===== config.mk =====
export PLATFORM = sky130hd
export DESIGN_NAME = pixel_command_stream_parser
export DESIGN_NICKNAME = d
export VERILOG_FILES = /design/src/rtl/pcsp_pkg.sv /design/src/rtl/pcsp_digit_step.sv /design/src/rtl/pixel_command_stream_parser.sv
export SDC_FILE = /design/constraint.sdc
export NUM_CORES = 1
export LEC_CHECK = 0
export BUFFER_PORTS_ARGS = -buffer_cell sky130_fd_sc_hd__buf_2
export CAP_MARGIN = 20
export CORE_MARGIN = 4
export CORE_UTILIZATION = 25
export CTS_BUF_LIST = sky130_fd_sc_hd__clkbuf_16
export CTS_CLUSTER_SIZE = 16
export DETAILED_ROUTE_END_ITERATION = 16
export PLACE_DENSITY = 0.39
export SYNTH_ARGS = -nofsm -noshare
export SYNTH_HDL_FRONTEND = slang
export SYNTH_SLANG_ARGS = --single-unit

===== constraint.sdc =====
create_clock -name clk -period 10.6 [get_ports clk]
set_clock_uncertainty 0.1 [all_clocks]
set_input_delay 2.12 -clock clk [delete_from_list [all_inputs] [get_ports clk]]
set_output_delay 2.12 -clock clk [all_outputs]
set_load 0.01 [all_outputs]

===== src/rtl/pcsp_pkg.sv =====
// shared constants, types and helpers for the pixel command stream parser
package pcsp_pkg;

	localparam int unsigned DATA_W   = 8;
	localparam int unsigned VAL_W    = 32;
	localparam int unsigned CANVAS_W = 33;
	localparam int unsigned OUT_W    = 2 * VAL_W;

	localparam logic [CANVAS_W-1:0] CANVAS_RESET   = 33'd262144;
	localparam int unsigned          ROW_STRIDE_DEF = 512;

	// characters of the command text
	localparam logic [DATA_W-1:0] CH_NL = 8'h0A;
	localparam logic [DATA_W-1:0] CH_SP = 8'h20;
	localparam logic [DATA_W-1:0] CH_H  = 8'h48;
	localparam logic [DATA_W-1:0] CH_S  = 8'h53;
	localparam logic [DATA_W-1:0] CH_P  = 8'h50;
	localparam logic [DATA_W-1:0] CH_0  = 8'h30;
	localparam logic [DATA_W-1:0] CH_9  = 8'h39;
	localparam logic [DATA_W-1:0] CH_LA = 8'h61;
	localparam logic [DATA_W-1:0] CH_LF = 8'h66;
	localparam logic [DATA_W-1:0] CH_UA = 8'h41;
	localparam logic [DATA_W-1:0] CH_UF = 8'h46;
	localparam logic [DATA_W-1:0] HEX_TEN = 8'd10;

	// skip lengths after a command byte
	localparam logic [2:0] SKIP_HS  = 3'd4;
	localparam logic [2:0] SKIP_P   = 3'd2;
	localparam logic [2:0] SKIP_ONE = 3'd1;

	// one digit step of a field accumulator
	typedef struct packed {
		logic             is_digit;
		logic [3:0]       digit;
		logic             ovf;
		logic [VAL_W-1:0] value;
	} step_t;

	function automatic logic [VAL_W-1:0] swap_bytes(input logic [VAL_W-1:0] v);
		return {v[7:0], v[15:8], v[23:16], v[31:24]};
	endfunction

endpackage


===== src/rtl/pcsp_digit_step.sv =====
// digit decode and one accumulate step (decimal or hex) with overflow detect
module pcsp_digit_step (
	input  logic [pcsp_pkg::VAL_W-1:0]  acc,
	input  logic [pcsp_pkg::DATA_W-1:0] data,
	input  logic                        hex,
	output pcsp_pkg::step_t             step
);

	logic [pcsp_pkg::DATA_W-1:0]  off;
	logic [pcsp_pkg::VAL_W+3:0]   dec_v;

	always_comb begin
		step = '0;
		off  = '0;
		if (data >= pcsp_pkg::CH_0 && data <= pcsp_pkg::CH_9) begin
			step.is_digit = 1'b1;
			off = data - pcsp_pkg::CH_0;
		end else if (hex && data >= pcsp_pkg::CH_LA && data <= pcsp_pkg::CH_LF) begin
			step.is_digit = 1'b1;
			off = data - pcsp_pkg::CH_LA + pcsp_pkg::HEX_TEN;
		end else if (hex && data >= pcsp_pkg::CH_UA && data <= pcsp_pkg::CH_UF) begin
			step.is_digit = 1'b1;
			off = data - pcsp_pkg::CH_UA + pcsp_pkg::HEX_TEN;
		end
		step.digit = off[3:0];

		// acc * 10 + d as shift-and-add
		dec_v = {1'b0, acc, 3'b000} + {3'b000, acc, 1'b0} + {32'd0, off[3:0]};

		if (hex) begin
			step.ovf   = |acc[31:28];
			step.value = {acc[27:0], off[3:0]};
		end else begin
			step.ovf   = |dec_v[35:32];
			step.value = dec_v[31:0];
		end
	end

endmodule


===== src/rtl/pixel_command_stream_parser.sv =====
// top level: byte-wide text command parser producing pixel writes
//
//  channel   dir  handshake                      payload
//  s_axis    in   s_axis_tvalid/s_axis_tready    data_byte (8 bits)
//  m_axis    out  m_axis_tvalid/m_axis_tready    pixel_index, pixel_color (64 bits)
//  cfg       in   cfg_wr_en                      canvas_pixels (33 bits)
//
//  one byte per cycle while s_axis_tready is high: each accepted byte updates the parse state
//  the critical path is the x + y*stride add and canvas compare, kept narrow
//  by accumulating y*stride as the y digits arrive
//  a result sits in an output register backed by one skid entry; input
//  stalls only while both hold a result that has not been taken
//  arst_n clears the parse state, the canvas size (to 262144) and both result slots
module pixel_command_stream_parser #(
	parameter int unsigned ROW_STRIDE = pcsp_pkg::ROW_STRIDE_DEF
) (
	input  logic                           clk,
	input  logic                           arst_n,
	// command text: [7:0] data_byte
	input  logic                           s_axis_tvalid,
	output logic                           s_axis_tready,
	input  logic [pcsp_pkg::DATA_W-1:0]    s_axis_tdata,
	// pixel writes: [31:0] pixel_index, [63:32] pixel_color
	output logic                           m_axis_tvalid,
	input  logic                           m_axis_tready,
	output logic [pcsp_pkg::OUT_W-1:0]     m_axis_tdata,
	// canvas_pixels register
	input  logic                           cfg_wr_en,
	input  logic [pcsp_pkg::CANVAS_W-1:0]  cfg_wr_data
);

	// y * stride fits in 32 bits plus the bits of the stride
	localparam int unsigned YS_W  = pcsp_pkg::VAL_W + $clog2(ROW_STRIDE + 1);
	localparam int unsigned IDX_W = YS_W + 1;
	localparam logic [YS_W-1:0] STRIDE_V = YS_W'(ROW_STRIDE);

	typedef enum logic [2:0] {
		PH_IDLE,
		PH_SKIP,
		PH_DISCARD,
		PH_PREFIX,
		PH_X,
		PH_Y,
		PH_COLOR
	} phase_t;

	phase_t phase_q, phase_n;
	logic [2:0] skip_q, skip_n, skip_dec;
	logic [pcsp_pkg::VAL_W-1:0] x_q, x_n, y_q, y_n, color_q, color_n;
	logic [YS_W-1:0] ys_q, ys_n, ys_step, ds;
	logic [YS_W+2:0] ys_wide;
	logic fld_has_q, fld_has_n, fld_stop_q, fld_stop_n, fld_ovf_q, fld_ovf_n;
	logic fld_upd, fld_good;
	logic [pcsp_pkg::CANVAS_W-1:0] canvas_q;
	logic [IDX_W-1:0] idx_sum, canvas_ext;

	logic [pcsp_pkg::VAL_W-1:0] step_acc;
	pcsp_pkg::step_t step;

	logic in_fire, emit, push, pop;
	logic out_valid_q, skid_valid_q;
	logic [pcsp_pkg::OUT_W-1:0] out_data_q, skid_data_q, result;

	assign in_fire = s_axis_tvalid && s_axis_tready;

	// digit unit, fed with the accumulator of the field in progress
	always_comb begin
		unique case (phase_q)
			PH_Y:     step_acc = y_q;
			PH_COLOR: step_acc = color_q;
			default:  step_acc = x_q;
		endcase
	end

	pcsp_digit_step u_step (
		.acc  (step_acc),
		.data (s_axis_tdata),
		.hex  (phase_q == PH_COLOR),
		.step (step)
	);

	// running y*stride: ys*10 + digit*stride
	assign ds      = {{(YS_W-4){1'b0}}, step.digit} * STRIDE_V;
	assign ys_wide = {ys_q, 3'b000} + {2'b00, ys_q, 1'b0} + {3'b000, ds};
	assign ys_step = ys_wide[YS_W-1:0];

	// exact index, never wraps
	assign idx_sum    = {{(IDX_W-pcsp_pkg::VAL_W){1'b0}}, x_q} + {1'b0, ys_q};
	assign canvas_ext = {{(IDX_W-pcsp_pkg::CANVAS_W){1'b0}}, canvas_q};

	assign fld_good = fld_has_q && !fld_ovf_q;
	assign skip_dec = (skip_q != 3'd0) ? skip_q - 3'd1 : 3'd0;

	// field bookkeeping for a byte that does not end the field (newline, or space in x and y)
	always_comb begin
		fld_stop_n = fld_stop_q;
		fld_has_n  = fld_has_q;
		fld_ovf_n  = fld_ovf_q;
		fld_upd    = 1'b0;
		if (!fld_stop_q) begin
			if (!step.is_digit) begin
				fld_stop_n = 1'b1;
			end else begin
				fld_has_n = 1'b1;
				if (!fld_ovf_q) begin
					if (step.ovf) begin
						fld_ovf_n = 1'b1;
					end else begin
						fld_upd = 1'b1;
					end
				end
			end
		end
	end

	// parse state transition for the accepted byte
	logic clr_fld, keep_fld;
	always_comb begin
		phase_n  = phase_q;
		skip_n   = skip_q;
		x_n      = x_q;
		y_n      = y_q;
		ys_n     = ys_q;
		color_n  = color_q;
		clr_fld  = 1'b0;
		keep_fld = 1'b1;
		emit     = 1'b0;
		if (in_fire) begin
			unique case (phase_q)
				PH_IDLE: begin
					if (s_axis_tdata == pcsp_pkg::CH_H || s_axis_tdata == pcsp_pkg::CH_S) begin
						phase_n = PH_SKIP;
						skip_n  = pcsp_pkg::SKIP_HS;
					end else if (s_axis_tdata == pcsp_pkg::CH_P) begin
						phase_n = PH_PREFIX;
						skip_n  = pcsp_pkg::SKIP_P;
					end else begin
						phase_n = PH_DISCARD;
					end
				end
				PH_SKIP, PH_PREFIX: begin
					skip_n = skip_dec;
					if (skip_dec == 3'd0) begin
						if (phase_q == PH_PREFIX) begin
							phase_n = PH_X;
							x_n     = '0;
							clr_fld = 1'b1;
						end else begin
							phase_n = PH_IDLE;
						end
					end
				end
				PH_DISCARD: begin
					if (s_axis_tdata == pcsp_pkg::CH_NL) phase_n = PH_IDLE;
				end
				PH_X: begin
					if (s_axis_tdata == pcsp_pkg::CH_NL) begin
						phase_n = PH_IDLE;
					end else if (s_axis_tdata == pcsp_pkg::CH_SP) begin
						if (fld_good) begin
							phase_n = PH_Y;
							y_n     = '0;
							ys_n    = '0;
							clr_fld = 1'b1;
						end else begin
							phase_n = PH_DISCARD;
						end
					end else begin
						keep_fld = 1'b0;
						if (fld_upd) x_n = step.value;
					end
				end
				PH_Y: begin
					if (s_axis_tdata == pcsp_pkg::CH_NL) begin
						phase_n = PH_IDLE;
					end else if (s_axis_tdata == pcsp_pkg::CH_SP) begin
						// range check happens before any colour digit is seen
						if (fld_good && idx_sum < canvas_ext) begin
							phase_n = PH_COLOR;
							color_n = '0;
							clr_fld = 1'b1;
						end else begin
							phase_n = PH_DISCARD;
						end
					end else begin
						keep_fld = 1'b0;
						if (fld_upd) begin
							y_n  = step.value;
							ys_n = ys_step;
						end
					end
				end
				PH_COLOR: begin
					if (s_axis_tdata == pcsp_pkg::CH_NL) begin
						phase_n = PH_IDLE;
						emit    = fld_good;
					end else begin
						keep_fld = 1'b0;
						if (fld_upd) color_n = step.value;
					end
				end
				default: phase_n = PH_IDLE;
			endcase
		end
	end

	always_ff @(posedge clk or negedge arst_n) begin
		if (!arst_n) begin
			phase_q    <= PH_IDLE;
			skip_q     <= '0;
			x_q        <= '0;
			y_q        <= '0;
			ys_q       <= '0;
			color_q    <= '0;
			fld_has_q  <= 1'b0;
			fld_stop_q <= 1'b0;
			fld_ovf_q  <= 1'b0;
			canvas_q   <= pcsp_pkg::CANVAS_RESET;
		end else begin
			phase_q <= phase_n;
			skip_q  <= skip_n;
			x_q     <= x_n;
			y_q     <= y_n;
			ys_q    <= ys_n;
			color_q <= color_n;
			if (clr_fld) begin
				fld_has_q  <= 1'b0;
				fld_stop_q <= 1'b0;
				fld_ovf_q  <= 1'b0;
			end else if (!keep_fld) begin
				fld_has_q  <= fld_has_n;
				fld_stop_q <= fld_stop_n;
				fld_ovf_q  <= fld_ovf_n;
			end
			if (cfg_wr_en) canvas_q <= cfg_wr_data;
		end
	end

	// result: index low word, colour byte-reversed in the high word
	assign result = {pcsp_pkg::swap_bytes(color_q), idx_sum[pcsp_pkg::VAL_W-1:0]};
	assign push   = emit;
	assign pop    = out_valid_q && m_axis_tready;

	// output register plus one skid entry; input held off only when skid is full
	assign s_axis_tready = !skid_valid_q;
	assign m_axis_tvalid = out_valid_q;
	assign m_axis_tdata  = out_data_q;

	always_ff @(posedge clk or negedge arst_n) begin
		if (!arst_n) begin
			out_valid_q  <= 1'b0;
			skid_valid_q <= 1'b0;
		end else if (!out_valid_q || pop) begin
			if (skid_valid_q) begin
				out_valid_q  <= 1'b1;
				skid_valid_q <= 1'b0;
			end else begin
				out_valid_q <= push;
			end
		end else if (push) begin
			skid_valid_q <= 1'b1;
		end
	end

	always_ff @(posedge clk) begin
		if (!out_valid_q || pop) begin
			out_data_q <= skid_valid_q ? skid_data_q : result;
		end else if (push) begin
			skid_data_q <= result;
		end
	end

	// skid entry is only ever filled behind a waiting output transfer
	a_skid_behind_out: assert property (@(posedge clk) disable iff (!arst_n)
		skid_valid_q |-> out_valid_q)
		else $error("skid entry valid without output entry");

	// a write only comes from a newline ending a colour field
	a_emit_source: assert property (@(posedge clk) disable iff (!arst_n)
		push |-> (phase_q == PH_COLOR && s_axis_tdata == pcsp_pkg::CH_NL))
		else $error("pixel write outside colour phase");

	a_skip_range: assert property (@(posedge clk) disable iff (!arst_n)
		(phase_q == PH_SKIP) |-> (skip_q != 3'd0 && skip_q <= pcsp_pkg::SKIP_HS))
		else $error("skip count out of range");

	a_prefix_range: assert property (@(posedge clk) disable iff (!arst_n)
		(phase_q == PH_PREFIX) |-> (skip_q == pcsp_pkg::SKIP_ONE || skip_q == pcsp_pkg::SKIP_P))
		else $error("prefix skip count out of range");

	// entering the colour field starts from a clean accumulator
	a_color_start: assert property (@(posedge clk) disable iff (!arst_n)
		(in_fire && phase_q == PH_Y && phase_n == PH_COLOR)
		|=> (color_q == '0 && !fld_has_q && !fld_ovf_q && !fld_stop_q))
		else $error("colour field not cleared on entry");

endmodule

==> impl_results.html <==
<table>
<tr><th>Metric</th><th>Value</th></tr>
<tr><th colspan="2">Layout</th></tr>
<tr><td>Fin area</td><td>0.0223 sq mm</td></tr>
<tr><td>Layout cells sized above 1</td><td>12.3%</td></tr>
<tr><td>Net total in the final layout</td><td>between 2k and 2.5k</td></tr>
<tr><td>Multi-input combinational cell area</td><td>0.0107 sq mm</td></tr>
<tr><td>Number of diodes added for antenna fixing</td><td>0</td></tr>
<tr><td>Sequential standard cell area</td><td>0.00815 sq mm</td></tr>
<tr><td>Area Overhead vs Synth</td><td>14.3%</td></tr>
<tr><td>Fill count</td><td>8192</td></tr>
<tr><th colspan="2">Routing</th></tr>
<tr><td>Wire length per cell after detailed routing</td><td>20.2 um</td></tr>
<tr><td>Final routed wirelength across all metal layers</td><td>63300 um</td></tr>
<tr><td>Count of TritonRoute iterations in the first routing pass</td><td>5</td></tr>
<tr><td>Routed wl met2</td><td>about 30000 um</td></tr>
<tr><td>Detailed-route via count</td><td>15.8k</td></tr>
<tr><td>Detailed-route vias per instance</td><td>5.03</td></tr>
<tr><td>DRC violations left</td><td>0</td></tr>
<tr><td>Number of DRC markers in iteration 0</td><td>952</td></tr>
<tr><td>Final ANT Viol Nets</td><td>0</td></tr>
<tr><td>Routed length on met1</td><td>between 20000 and 30000 um</td></tr>
<tr><td>Met3 wire len</td><td>2020 um</td></tr>
<tr><td>Highest metal used</td><td>met4</td></tr>
<tr><th colspan="2">Logic synthesis</th></tr>
<tr><td>Synthesized netlist net count</td><td>~2.2k</td></tr>
<tr><td>Cell Area, Synth</td><td>just under 0.02 sq mm</td></tr>
<tr><td>Number of flops mapped to enable cells by yosys</td><td>128</td></tr>
<tr><td>Sequential area share after synthesis</td><td>41.8%</td></tr>
<tr><td>Netlist cell types</td><td>78</td></tr>
<tr><td>Register bit total from synthesis</td><td>300</td></tr>
<tr><td>Main flop type after synthesis</td><td>sky130_fd_sc_hd__dfrtp_1</td></tr>
<tr><td>Synthesized netlist cell count</td><td>roughly 2k</td></tr>
<tr><td>Yosys warning count</td><td>0</td></tr>
<tr><td>Mean Syn Cell Area</td><td>9.71 sq um</td></tr>
<tr><td>Share of async-settable or async-resettable flops after synthesis</td><td>57.3%</td></tr>
<tr><th colspan="2">STA</th></tr>
<tr><td>RSZ-0062 raised after global routing</td><td>no</td></tr>
<tr><td>Final Hold Vio Count</td><td>0</td></tr>
<tr><td>Slew at the pin closest to its max-slew limit</td><td>~1200 ps</td></tr>
<tr><td>Worst slack on hold paths</td><td>approximately 420 ps</td></tr>
<tr><td>Final Setup Violations</td><td>0</td></tr>
<tr><td>Total negative slack</td><td>0 ps</td></tr>
<tr><td>Highest clock frequency the design can meet</td><td>134 MHz</td></tr>
<tr><td>Share of the clock period used by the worst path after layout</td><td>a little over two thirds</td></tr>
<tr><td>Clock period minus worst slack</td><td>7480 ps</td></tr>
<tr><td>Final Max Slew Viols</td><td>0</td></tr>
<tr><td>Worst relative slew slack</td><td>about 22%</td></tr>
<tr><th colspan="2">Power and ir drop</th></tr>
<tr><td>Leak</td><td>approximately 0.0096 uW</td></tr>
<tr><td>Worst VDD drop</td><td>0.0813 mV</td></tr>
<tr><td>Pwr Density</td><td>117 mW/mm^2</td></tr>
<tr><th colspan="2">Clock network</th></tr>
<tr><td>Buffers inserted by post-CTS timing repair</td><td>0</td></tr>
<tr><td>Later-pin clock latency in the skew report</td><td>570 ps</td></tr>
<tr><td>Quantity of hold-fixing buffers added after cts</td><td>0</td></tr>
<tr><td>Max H-tree Level</td><td>2</td></tr>
<tr><td>Clock-pin transition on the worst setup and hold timing paths</td><td>70 ps</td></tr>
<tr><td>Number of CTS-inserted buffers</td><td>37</td></tr>
<tr><td>Deepest clock path buffer count</td><td>3</td></tr>
<tr><td>Post-CTS sizing</td><td>0</td></tr>
<tr><td>Sink Count</td><td>300</td></tr>
<tr><td>Root buffer cell</td><td>sky130_fd_sc_hd__clkbuf_16</td></tr>
<tr><td>Clock tree from TritonCTS</td><td>yes</td></tr>
<tr><th colspan="2">Critical path</th></tr>
<tr><td>Worst endpoint data arrival time</td><td>7850 ps</td></tr>
<tr><td>Critical Path Fanout Max</td><td>39</td></tr>
<tr><td>Data required time at the worst endpoint</td><td>10970 ps</td></tr>
<tr><td>Type of destination of the critical path</td><td>flip-flop</td></tr>
<tr><td>Kind of launch point of the worst setup path</td><td>input port</td></tr>
<tr><td>Cell count along the critical path</td><td>19</td></tr>
<tr><td>Critical Setup Path Class</td><td>input port to flip-flop</td></tr>
<tr><td>Largest stage delay, worst path</td><td>850 ps</td></tr>
<tr><td>Slowest stage cell, crit path</td><td>sky130_fd_sc_hd__or3_2</td></tr>
<tr><td>Worst setup path start</td><td>s_axis_tdata[7]</td></tr>
<tr><td>Critical path, cell by cell</td><td>buf_2 -&gt; or4b_2 -&gt; nor4_4 -&gt; nand2_1 -&gt; o21ai_0 -&gt; ha_1 -&gt; ha_1 -&gt; inv_1 -&gt; fa_1 -&gt; nand2b_1 -&gt; a211oi_1 -&gt; o22ai_2 -&gt; a31oi_1 -&gt; o311ai_1 -&gt; mux2i_1 -&gt; nand4b_1 -&gt; or3_2 -&gt; buf_4 -&gt; o21ai_0</td></tr>
<tr><td>R2R Path End</td><td>y_q[15]</td></tr>
<tr><td>Worst path bufs/invs</td><td>3</td></tr>
<tr><td>Cell type group with the largest total delay on the critical path</td><td>simple AND/OR/NAND/NOR gates</td></tr>
<tr><td>Count of cells along the worst register-to-register path</td><td>18</td></tr>
<tr><td>Destination of the critical timing path</td><td>y_q[19]</td></tr>
<tr><td>Worst reg-to-reg setup slack</td><td>3910 ps</td></tr>
<tr><td>Launch instance of the worst register-to-register path</td><td>phase_q[1]</td></tr>
<tr><th colspan="2">Placement</th></tr>
<tr><td>Routability-driven placement congestion ratio</td><td>0.820</td></tr>
<tr><td>Number of buffers inserted by port buffering</td><td>about 110</td></tr>
<tr><td>Total half-perimeter wirelength after legalization and detailed placement</td><td>about 45000 um</td></tr>
<tr><td>Placed cell areas</td><td>0.0211 sq mm</td></tr>
<tr><th colspan="2">Global route</th></tr>
<tr><td>Initial antenna violation count</td><td>0</td></tr>
<tr><td>GR Util All Layers</td><td>15.0%</td></tr>
<tr><td>First-pass GRT wire length</td><td>between 90000 and 100000 um</td></tr>
<tr><td>Largest net degree at the start of global routing</td><td>98</td></tr>
<tr><td>Grt total ovfl</td><td>0</td></tr>
<tr><td>Vias in the first global route</td><td>~16k</td></tr>
<tr><th colspan="2">Floorplanning</th></tr>
<tr><td>Core region area</td><td>0.0775 sq mm</td></tr>
<tr><td>I/O pin total</td><td>112</td></tr>
<tr><td>Initial Utilization</td><td>25.2%</td></tr>
<tr><td>Chip Height</td><td>287 um</td></tr>
<tr><td>Die footprint</td><td>0.0826 sq mm</td></tr>
<tr><td>Site row count</td><td>slightly above 100</td></tr>
<tr><td>Horizontal extent of the die</td><td>287 um</td></tr>
<tr><th colspan="2">Run status</th></tr>
<tr><td>Outcome</td><td>completed</td></tr>
<tr><th colspan="2">Hold path</th></tr>
<tr><td>Class of the tightest hold or removal check</td><td>flip-flop to flip-flop</td></tr>
<tr><th colspan="2">Flow run</th></tr>
<tr><td>Number of violations of the max-capacitance limit</td><td>0</td></tr>
</table>
==> worst min-delay path by stage <==
stage / from / to / slack [ps] / cells after the start
2_1_floorplan: color_q[24] / skid_data_q[32] / 380 / 0
3_3_place_gp: canvas_q[0] / canvas_q[0] / 400 / 1
3_5_place_dp: skid_data_q[26] / m_axis_tdata[26] / 410 / 2
4_1_cts: skid_data_q[15] / m_axis_tdata[15] / 420 / 2
5_1_grt: color_q[15] / skid_data_q[55] / 440 / 0
6_report: skid_data_q[27] / m_axis_tdata[27] / 420 / 2
==> layer usage <==
layer  up-vias  global-route usage, %
met5         -                      0
met4         0                   4.53
met3        86                   1.86
met2       285                   25.2
met1      7787                   20.1
li1       7638                      -
==> cells in the final DEF (no fill, tap or decap), drive strengths merged, types with 14 or more instances in the layout <==
| master | synthesis | final |
|---|---|---|
| o21ai | 235 | 235 |
| nand2 | 225 | 225 |
| ha | 185 | 185 |
| dfrtp | 171 | 171 |
| a21oi | 142 | 142 |
| buf | 30 | 131 |
| edfxtp | 128 | 128 |
| nor2 | 88 | 88 |
| inv | 77 | 87 |
| o311ai | 62 | 62 |
| mux2 | 50 | 50 |
| xnor2 | 45 | 45 |
| o211ai | 42 | 42 |
| nand3 | 38 | 38 |
| clkbuf | 80 | 37 |
| a21o | 32 | 32 |
| and2 | 29 | 29 |
| mux2i | 29 | 29 |
| a221o | 26 | 26 |
| xor2 | 25 | 25 |
| nand2b | 22 | 22 |
| nor3 | 22 | 22 |
| nand4 | 19 | 19 |
| o21a | 18 | 18 |
| clkinv | 0 | 18 |
| a211oi | 16 | 16 |
| nor2b | 15 | 15 |
| a31oi | 14 | 14 |
==> state kept, by name, summed over array words and instances (netlist names), 3 cells and up <==
| register | cells |
|---|---|
| skid_data_q | 64 |
| color_q | 32 |
| x_q | 32 |
| canvas_q | 33 |
| y_q | 32 |
| m_axis_tdata | 64 |
| skip_q | 3 |
| ys_q | 32 |
| phase_q | 3 |
==> cells in the mapped netlist (32+ instances only) <==
cell type,number,area share [%]
sky130_fd_sc_hd__nand2_1,225,4.3
sky130_fd_sc_hd__ha_1,185,12
sky130_fd_sc_hd__dfrtp_1,171,22
sky130_fd_sc_hd__a21oi_1,142,3.6
sky130_fd_sc_hd__edfxtp_1,128,20
sky130_fd_sc_hd__o21ai_0,128,3.3
sky130_fd_sc_hd__o21ai_1,106,2.7
sky130_fd_sc_hd__nor2_1,87,1.7
sky130_fd_sc_hd__clkbuf_1,77,1.5
sky130_fd_sc_hd__inv_1,77,1.5
sky130_fd_sc_hd__o311ai_0,61,2.7
sky130_fd_sc_hd__mux2_2,50,2.9
sky130_fd_sc_hd__xnor2_1,45,2.0
sky130_fd_sc_hd__o211ai_1,42,1.6
sky130_fd_sc_hd__nand3_1,38,0.97
sky130_fd_sc_hd__a21o_1,32,1.2
==> worst reg2reg max path: stages, from the launching register on <==
cell and delay [ps]:
sky130_fd_sc_hd__dfrtp_1 580, sky130_fd_sc_hd__and3b_1 220, sky130_fd_sc_hd__buf_4 300, sky130_fd_sc_hd__nor2_4 800, sky130_fd_sc_hd__a221o_1 320, sky130_fd_sc_hd__inv_1 70
sky130_fd_sc_hd__fa_1 600, sky130_fd_sc_hd__inv_1 60, sky130_fd_sc_hd__ha_1 300, sky130_fd_sc_hd__a211oi_1 410, sky130_fd_sc_hd__nor4_1 170, sky130_fd_sc_hd__o21bai_1 320
sky130_fd_sc_hd__a21boi_0 200, sky130_fd_sc_hd__o311ai_0 460, sky130_fd_sc_hd__nand4_1 150, sky130_fd_sc_hd__nand4b_1 180, sky130_fd_sc_hd__or3_2 740, sky130_fd_sc_hd__buf_4 430
sky130_fd_sc_hd__o21ai_0 140
==> area by class of cell <==
cell class	instances	area share, %
Clock buffer	37	4.15
Clock inverter	31	1.12
Timing Repair Buffer	131	3.25
Inverter	77	1.30
Sequential cell	300	36.6
Tap cell	1040	5.84
Multi-Input combinational cell	1522	47.8
==> metrics by stage <==
stage | utilization (%) | total power (uW) | worst slack [ps] | std cells
final | 28.8 | 2610 | 3120 | 3138
after global routing | 28.8 | 2730 | 2710 | 3138
after CTS | 28.8 | 2660 | 3090 | 3138
after detailed placement | 27.3 | 1380 | 2480 | 3070
after global placement | 27.3 | 1380 | 2680 | 3070
after floorplan | - | 1330 | 591 | 2009
==> power by group <==
part           switching (uW)  internal [uW]  total [uW]
combinational            76.5           42.0         118
clock                     543            715        1260
sequential               12.7           1220        1230
total                     632           1980        2610
==> cells by family (layout without fill, tap and decap cells) <==
family	Yosys count	after routing	share of synthesized area, %
and+or+nand+nor	511	511	12.4
buffers and inverters	187	276	3.87
muxes	79	79	4.37
DFF	300	300	41.8
AOI/OAI and AO/OA	672	672	22.1
xor gates and xnor gates	70	70	3.14
adders and majority gates	190	190	12.4
Note: power is estimated with default switching activity, not from simulation.
